File: config.mk
export PLATFORM = sky130hd
export DESIGN_NAME = pracl_cell
export DESIGN_NICKNAME = d
export VERILOG_FILES = /design/src/design/pracl_pkg.sv /design/src/design/pracl_cell.sv
export SDC_FILE = /design/constraint.sdc
export NUM_CORES = 1
export LEC_CHECK = 0
export BUFFER_PORTS_ARGS = -buffer_cell sky130_fd_sc_hd__buf_2
export CORE_UTILIZATION = 47
export CTS_CLUSTER_DIAMETER = 200
export DETAILED_ROUTE_END_ITERATION = 7
export HOLD_SLACK_MARGIN = 0.08
export PLACE_DENSITY = 0.79
export RECOVER_POWER = 50
export SYNTH_ARGS = -nofsm -noshare
export SYNTH_HDL_FRONTEND = slang
export SYNTH_SLANG_ARGS = --single-unit
File: constraint.sdc
create_clock -name clock -period 2.35 [get_ports clock]
set_input_delay 0.47 -clock clock [delete_from_list [all_inputs] [get_ports clock]]
set_output_delay 0.47 -clock clock [all_outputs]
set_load 0.005 [all_outputs]
File: src/design/pracl_pkg.sv
// Shared types, constants and helpers for the port range access control list matcher.
package pracl_pkg;

   localparam int RuleEntries  = 64;
   localparam int DomainIdBits = 8;
   localparam int PortBits     = 16;
   localparam int DomainInBits = 8;
   localparam int CountBits    = $clog2(RuleEntries + 1);
   localparam int IndexBits    = (RuleEntries > 1) ? $clog2(RuleEntries) : 1;
   localparam int CsrIndexBits = 2;

   localparam logic [CsrIndexBits-1:0] CsrCheckEnabled = 2'd0;
   localparam logic [CsrIndexBits-1:0] CsrEnforceMode  = 2'd1;
   localparam logic [CsrIndexBits-1:0] CsrLearnMode    = 2'd2;

   localparam logic ModeCheck = 1'b0;
   localparam logic ModeAdd   = 1'b1;

   typedef enum logic [1:0] {
      StatusOk       = 2'd0,
      StatusDenied   = 2'd1,
      StatusFull     = 2'd2,
      StatusInverted = 2'd3
   } status_type;

   typedef logic [DomainIdBits-1:0] dom_type;
   typedef logic [PortBits-1:0]     port_type;
   typedef logic [CountBits-1:0]    count_type;

   typedef struct packed {
      dom_type  dom;
      logic     tcp;
      port_type lo;
      port_type hi;
   } rule_type;

   // Search token that walks down the row of rule cells.
   typedef struct packed {
      logic      valid;
      dom_type   dom;
      logic      tcp;
      port_type  lo;
      port_type  hi;
      count_type remain;
      logic      hit;
   } query_type;

   // Keeps the low DomainIdBits bits of the domain field, zero-extending if wider.
   function automatic dom_type to_dom(input logic [DomainInBits-1:0] d);
      logic [DomainInBits+16-1:0] w;
      w = {16'b0, d};
      return w[DomainIdBits-1:0];
   endfunction

endpackage

File: src/design/pracl_cell.sv
// One rule cell: holds a single rule and passes the search token on to its neighbour.
module pracl_cell (
   input  logic                  clock,
   input  logic                  reset,
   input  logic                  wr_stb,
   input  pracl_pkg::rule_type   wr_rule,
   input  pracl_pkg::query_type  q_in,
   output pracl_pkg::query_type  q_out
);

   pracl_pkg::rule_type  rule_ff;
   pracl_pkg::query_type q_ff;
   pracl_pkg::query_type q_in_next;
   logic                 live;
   logic                 match;

   // A cell is live only while the token still has rules left to visit, so an
   // unwritten cell is never compared.
   assign live  = (q_in.remain != '0);
   assign match = live && (rule_ff.dom == q_in.dom) && (rule_ff.tcp == q_in.tcp)
                  && (rule_ff.lo <= q_in.lo) && (q_in.hi <= rule_ff.hi);

   always_comb begin
      q_in_next = q_in;
      if (live) begin
         q_in_next.remain = q_in.remain - pracl_pkg::count_type'(1);
      end
      q_in_next.hit = q_in.hit | match;
   end

   always_ff @(posedge clock) begin
      if (wr_stb) begin
         rule_ff <= wr_rule;
      end
   end

   always_ff @(posedge clock) begin
      if (reset) begin
         q_ff.valid <= 1'b0;
      end else begin
         q_ff.valid <= q_in_next.valid;
      end
      q_ff.dom    <= q_in_next.dom;
      q_ff.tcp    <= q_in_next.tcp;
      q_ff.lo     <= q_in_next.lo;
      q_ff.hi     <= q_in_next.hi;
      q_ff.remain <= q_in_next.remain;
      q_ff.hit    <= q_in_next.hit;
   end

   assign q_out = q_ff;

endmodule

* Yosys cells after proc, flatten, opt, wreduce, memory -nomap -nowiden
Cells that the tools add are included.
** Word-level totals
- Bits of input ports :: 94
- Word-level logic and storage cells :: 23
- Register bits :: 91
- Output and inout port bits :: 50
** Cells by class
- Reductions and logical operators :: 5
- Order comparisons :: 2
- Multiplexer cells :: 1
- Bitwise operators :: 1
- Equal/unequal tests :: 2
- $add $sub $neg :: 1
** Operators with widths (count)
- $le A16 B16 Y1 :: 2
- $eq A8 B8 Y1 :: 1
- $mux W7 :: 1
- $reduce_bool A7 Y1 :: 1
- $sub A7 B1 Y7 const B :: 1
- $logic_and A1 B1 Y1 :: 4
- $eq A1 B1 Y1 :: 1
- $or A1 B1 Y1 :: 1

* Logic depth before layout (Yosys ltp)
- Word-level depth :: 6
- Mapped depth :: 7
- Depth with buffers taken out :: 7

* Least setup slack after synthesis
Ideal clock, no wire load.
- Kind :: input port to flip-flop
- From :: input port q_in[1] (netlist bit)
- To :: register q_ff, in the netlist q_out[0]
- Buffers on the path :: 0
- Slack :: 497 ps
- Stages :: 7
- Data arrival time :: 1728 ps
- Required time :: 2225 ps
- Path through :: inv_1 ha_1 or3b_4 nor4_4 nor4_2 a41oi_2 a211oi_1
** RTL lines
- from (decl) :: RTL line pracl_cell.sv:7 : input pracl_pkg::query_type q_in,
- to (decl) :: RTL line pracl_cell.sv:12 : pracl_pkg::query_type q_ff;

==> flow_metrics.tcl <==
set metrics [dict create \
    numPortBuffers 143 \
    drt_iter0_markers 71 \
    hold_violations 0 \
    start_util_pct 48.66 \
    cts_root_buffer "clkbuf_8" \
    cts_buffer_depth 2 \
    first_global_vias 2277 \
    reg2reg_depth 7 \
    status "finished, final reports clean" \
    via_per_inst 4.544 \
    critical_path.endpoint "q_out[0]" \
    netlist_top_cells_count "dfxtp_1, edfxtp_1, inv_1" \
    setup_viol 0 \
    cts_resized 0 \
    pin_count 144 \
    timing.rr.start "rule_ff[7]" \
    ys_top_cells_by_area "edfxtp_1, dfxtp_1, ha_1, inv_1, xnor2_1" \
    syn_area_per_cell_um2 13.72 \
    cts_hold_buf 0 \
    wirelength_um 6114 \
    cp-startpoint "rule_ff[7]" \
    num_rows 30 \
    cts_tree "done" \
    maxSlewViolCount 0 \
    drc_errors 0 \
    core_area_um2 6794 \
    vdd_drop_max_mv 0.4555 \
    diodes 0 \
    max_stage_delay_ps 390 \
    dp_hpwl_um 4880 \
    timing.rr.end "q_out[0]" \
    fin_util_pct 63.50 \
    num_vias 2263 \
    antenna_found_initial 0 \
    post_cts_buffers 0 \
    design_area_um2 4314 \
    die_height_um 85.87 \
    seq_area_frac_synth_pct 67.52 \
    synth_top_cell_by_area "edfxtp_1" \
    synthFlopType "dfxtp_1" \
    async_flop_share_pct 0 \
    grt_pass1_wl_um 9694 \
    register_area_um2 2232 \
    h-tree-depth 3 \
    postRouteAntennaNets 0 \
    period_needed_ps 1844 \
    insertion_delay_ps 340 \
    path_cells "inv_1, ha_1, a21oi_1, o21ai_0, a221o_1, o31a_1, a211oi_1" \
    path_max_fanout 3 \
    cp-end-kind "flip-flop" \
    fmax_mhz 542.2 \
    cp.required_ps 2600 \
    hold_ws_ps 234.6 \
    n_fill_cell 565 \
    place_area_um2 4156 \
    drv_cap 0 \
    regToRegSetupSlack_ps 510 \
    grt.total_usage_pct 17.45 \
    postSynthCellCount 241 \
    synth_cell_types 30 \
    layout-drive-gt1-share_pct 33.83 \
    final.setup.tns_ps 0 \
    grt_max_degree 42 \
    syn_nets 368 \
    numCtsBuffers 9 \
    synthMostInstantiatedCell "dfxtp_1" \
    yosysWarnings 0 \
    fin_crit_sh_pct 78.49 \
    grt-ovfl-total 0 \
    min-delay-path-class "input port to flip-flop" \
    synth_edf_count 41 \
    slew_headroom_pct 30.76 \
    clkSinkCount 91 \
    clkTransAtPathRegs_ps 90 \
    dieArea_um2 7373 \
    die_w_um 85.87 \
    arrival_ps 2100 \
    worstSetupStartpointType "flip-flop" \
    area_growth_pct 30.51 \
    synth_seq_cells 91 \
    criticalPathCategory "flip-flop to flip-flop" \
    powerDensity_nw_per_um2 730.7 \
    synth_top_area_share_pct 37.24 \
    leakage_nw 1.997 \
    syn-cell-area_um2 3306 \
    max_slew.worst_pin.slew_ps 1039 \
    gp_congestion 0.7786 \
    nets 524 \
    post_drt_wl_per_cell_um 12.28 \
    critPathSlowestCell "edfxtp_1" \
    first_pass_iters 4 \
    fin_worst_skew_ps 9.958 \
    multi_input_area_um2 942.2 \
    rsz0062_at_grt "false" \
]
==> layer usage <==
metal	wire, µm	global-route usage (%)	vias up
met1	2446	19.22	1022
li1	-	-	1150
met2	3199	30.81	87
met4	55	6.667	0
met3	413	6.160	4
met5	0	0	-
==> placed cells by master (no fill, tap or decap), drive strengths merged <==
cell type,instances
ha,33
a2111oi,1
a221oi,1
xor2,3
a211oi,1
a31oi,1
nor3,1
a21oi,13
nand4,7
o31a,2
clkinv,3
o211ai,2
buf,117
clkinvlp,2
dfxtp,50
xnor2,11
o21ai,4
and2b,1
edfxtp,41
nand2b,1
bufinv,1
nand3,3
or3b,1
nor2,9
o21a,1
nand2,11
a21o,1
clkbuf,38
a41oi,1
nor4,3
inv,35
a221o,1
nor2b,2
==> worst max-delay path, delay by kind of cell, from the launching register on <==
family | cells | cell delay (ps)
adder cells (fa/ha/maj) | 1 | 250
buffers and inverters | 1 | 60
AO/OA/AOI/OAI | 5 | 1050
flip-flops | 1 | 390
==> sequential cells by signal, indices dropped and copies added (netlist names) <==
name     flops
q_out       50
rule_ff     41
==> how the worst min path moves through the flow <==
| stage | from | slack [ps] | end | cells after the start |
|---|---|---|---|---|
| floorplan | q_in[10] | 500 | q_out[10] | 0 |
| global placement | q_in[32] | 590 | q_out[32] | 1 |
| detailed placement | q_in[8] | 590 | q_out[8] | 1 |
| CTS | q_in[33] | 210 | q_out[33] | 1 |
| global route | q_in[8] | 210 | q_out[8] | 1 |
| finish | q_in[33] | 230 | q_out[33] | 1 |
==> final cells by class <==
| cell class | count | area share (%) |
|---|---|---|
| Clock buffer | 10 | 2.958 |
| Clock inverter | 6 | 1.537 |
| Inverter | 35 | 3.045 |
| Multi-Input combinational cell | 115 | 21.84 |
| Sequential cell | 91 | 51.74 |
| Tap cell | 96 | 2.784 |
| Timing Repair Buffer | 145 | 16.10 |
==> kinds of logic (layout without fill, tap and decap cells) <==
family	after synthesis	in the layout	synth area share (%)
xor gates and xnor gates	14	14	3.709
and+or+nand+nor	39	39	6.548
AOI/OAI and AO/OA	29	29	5.754
DFF	91	91	67.52
adders and majority gates	33	33	12.49
buffers and inverters	35	196	3.974
==> power by group <==
group	switching, mW	leakage [nW]	internal (mW)	total (mW)
logic	0.171	1.08	0.172	0.343
registers	0.0288	0.823	1.77	1.79
clock network	0.523	0.0901	0.492	1.01
==> stage by stage <==
step / std cells / total power, mW / setup WS [ps]
5_1_grt: 498 / 3.322 / 360.3
3_5_place_dp: 482 / 2.187 / 297.8
2_1_floorplan: 241 / 1.989 / 496.8
4_1_cts: 498 / 3.199 / 480.8
6_report: 498 / 3.152 / 505.6
3_3_place_gp: 482 / 2.170 / 362.1
Power figures use the tool's default switching activity.
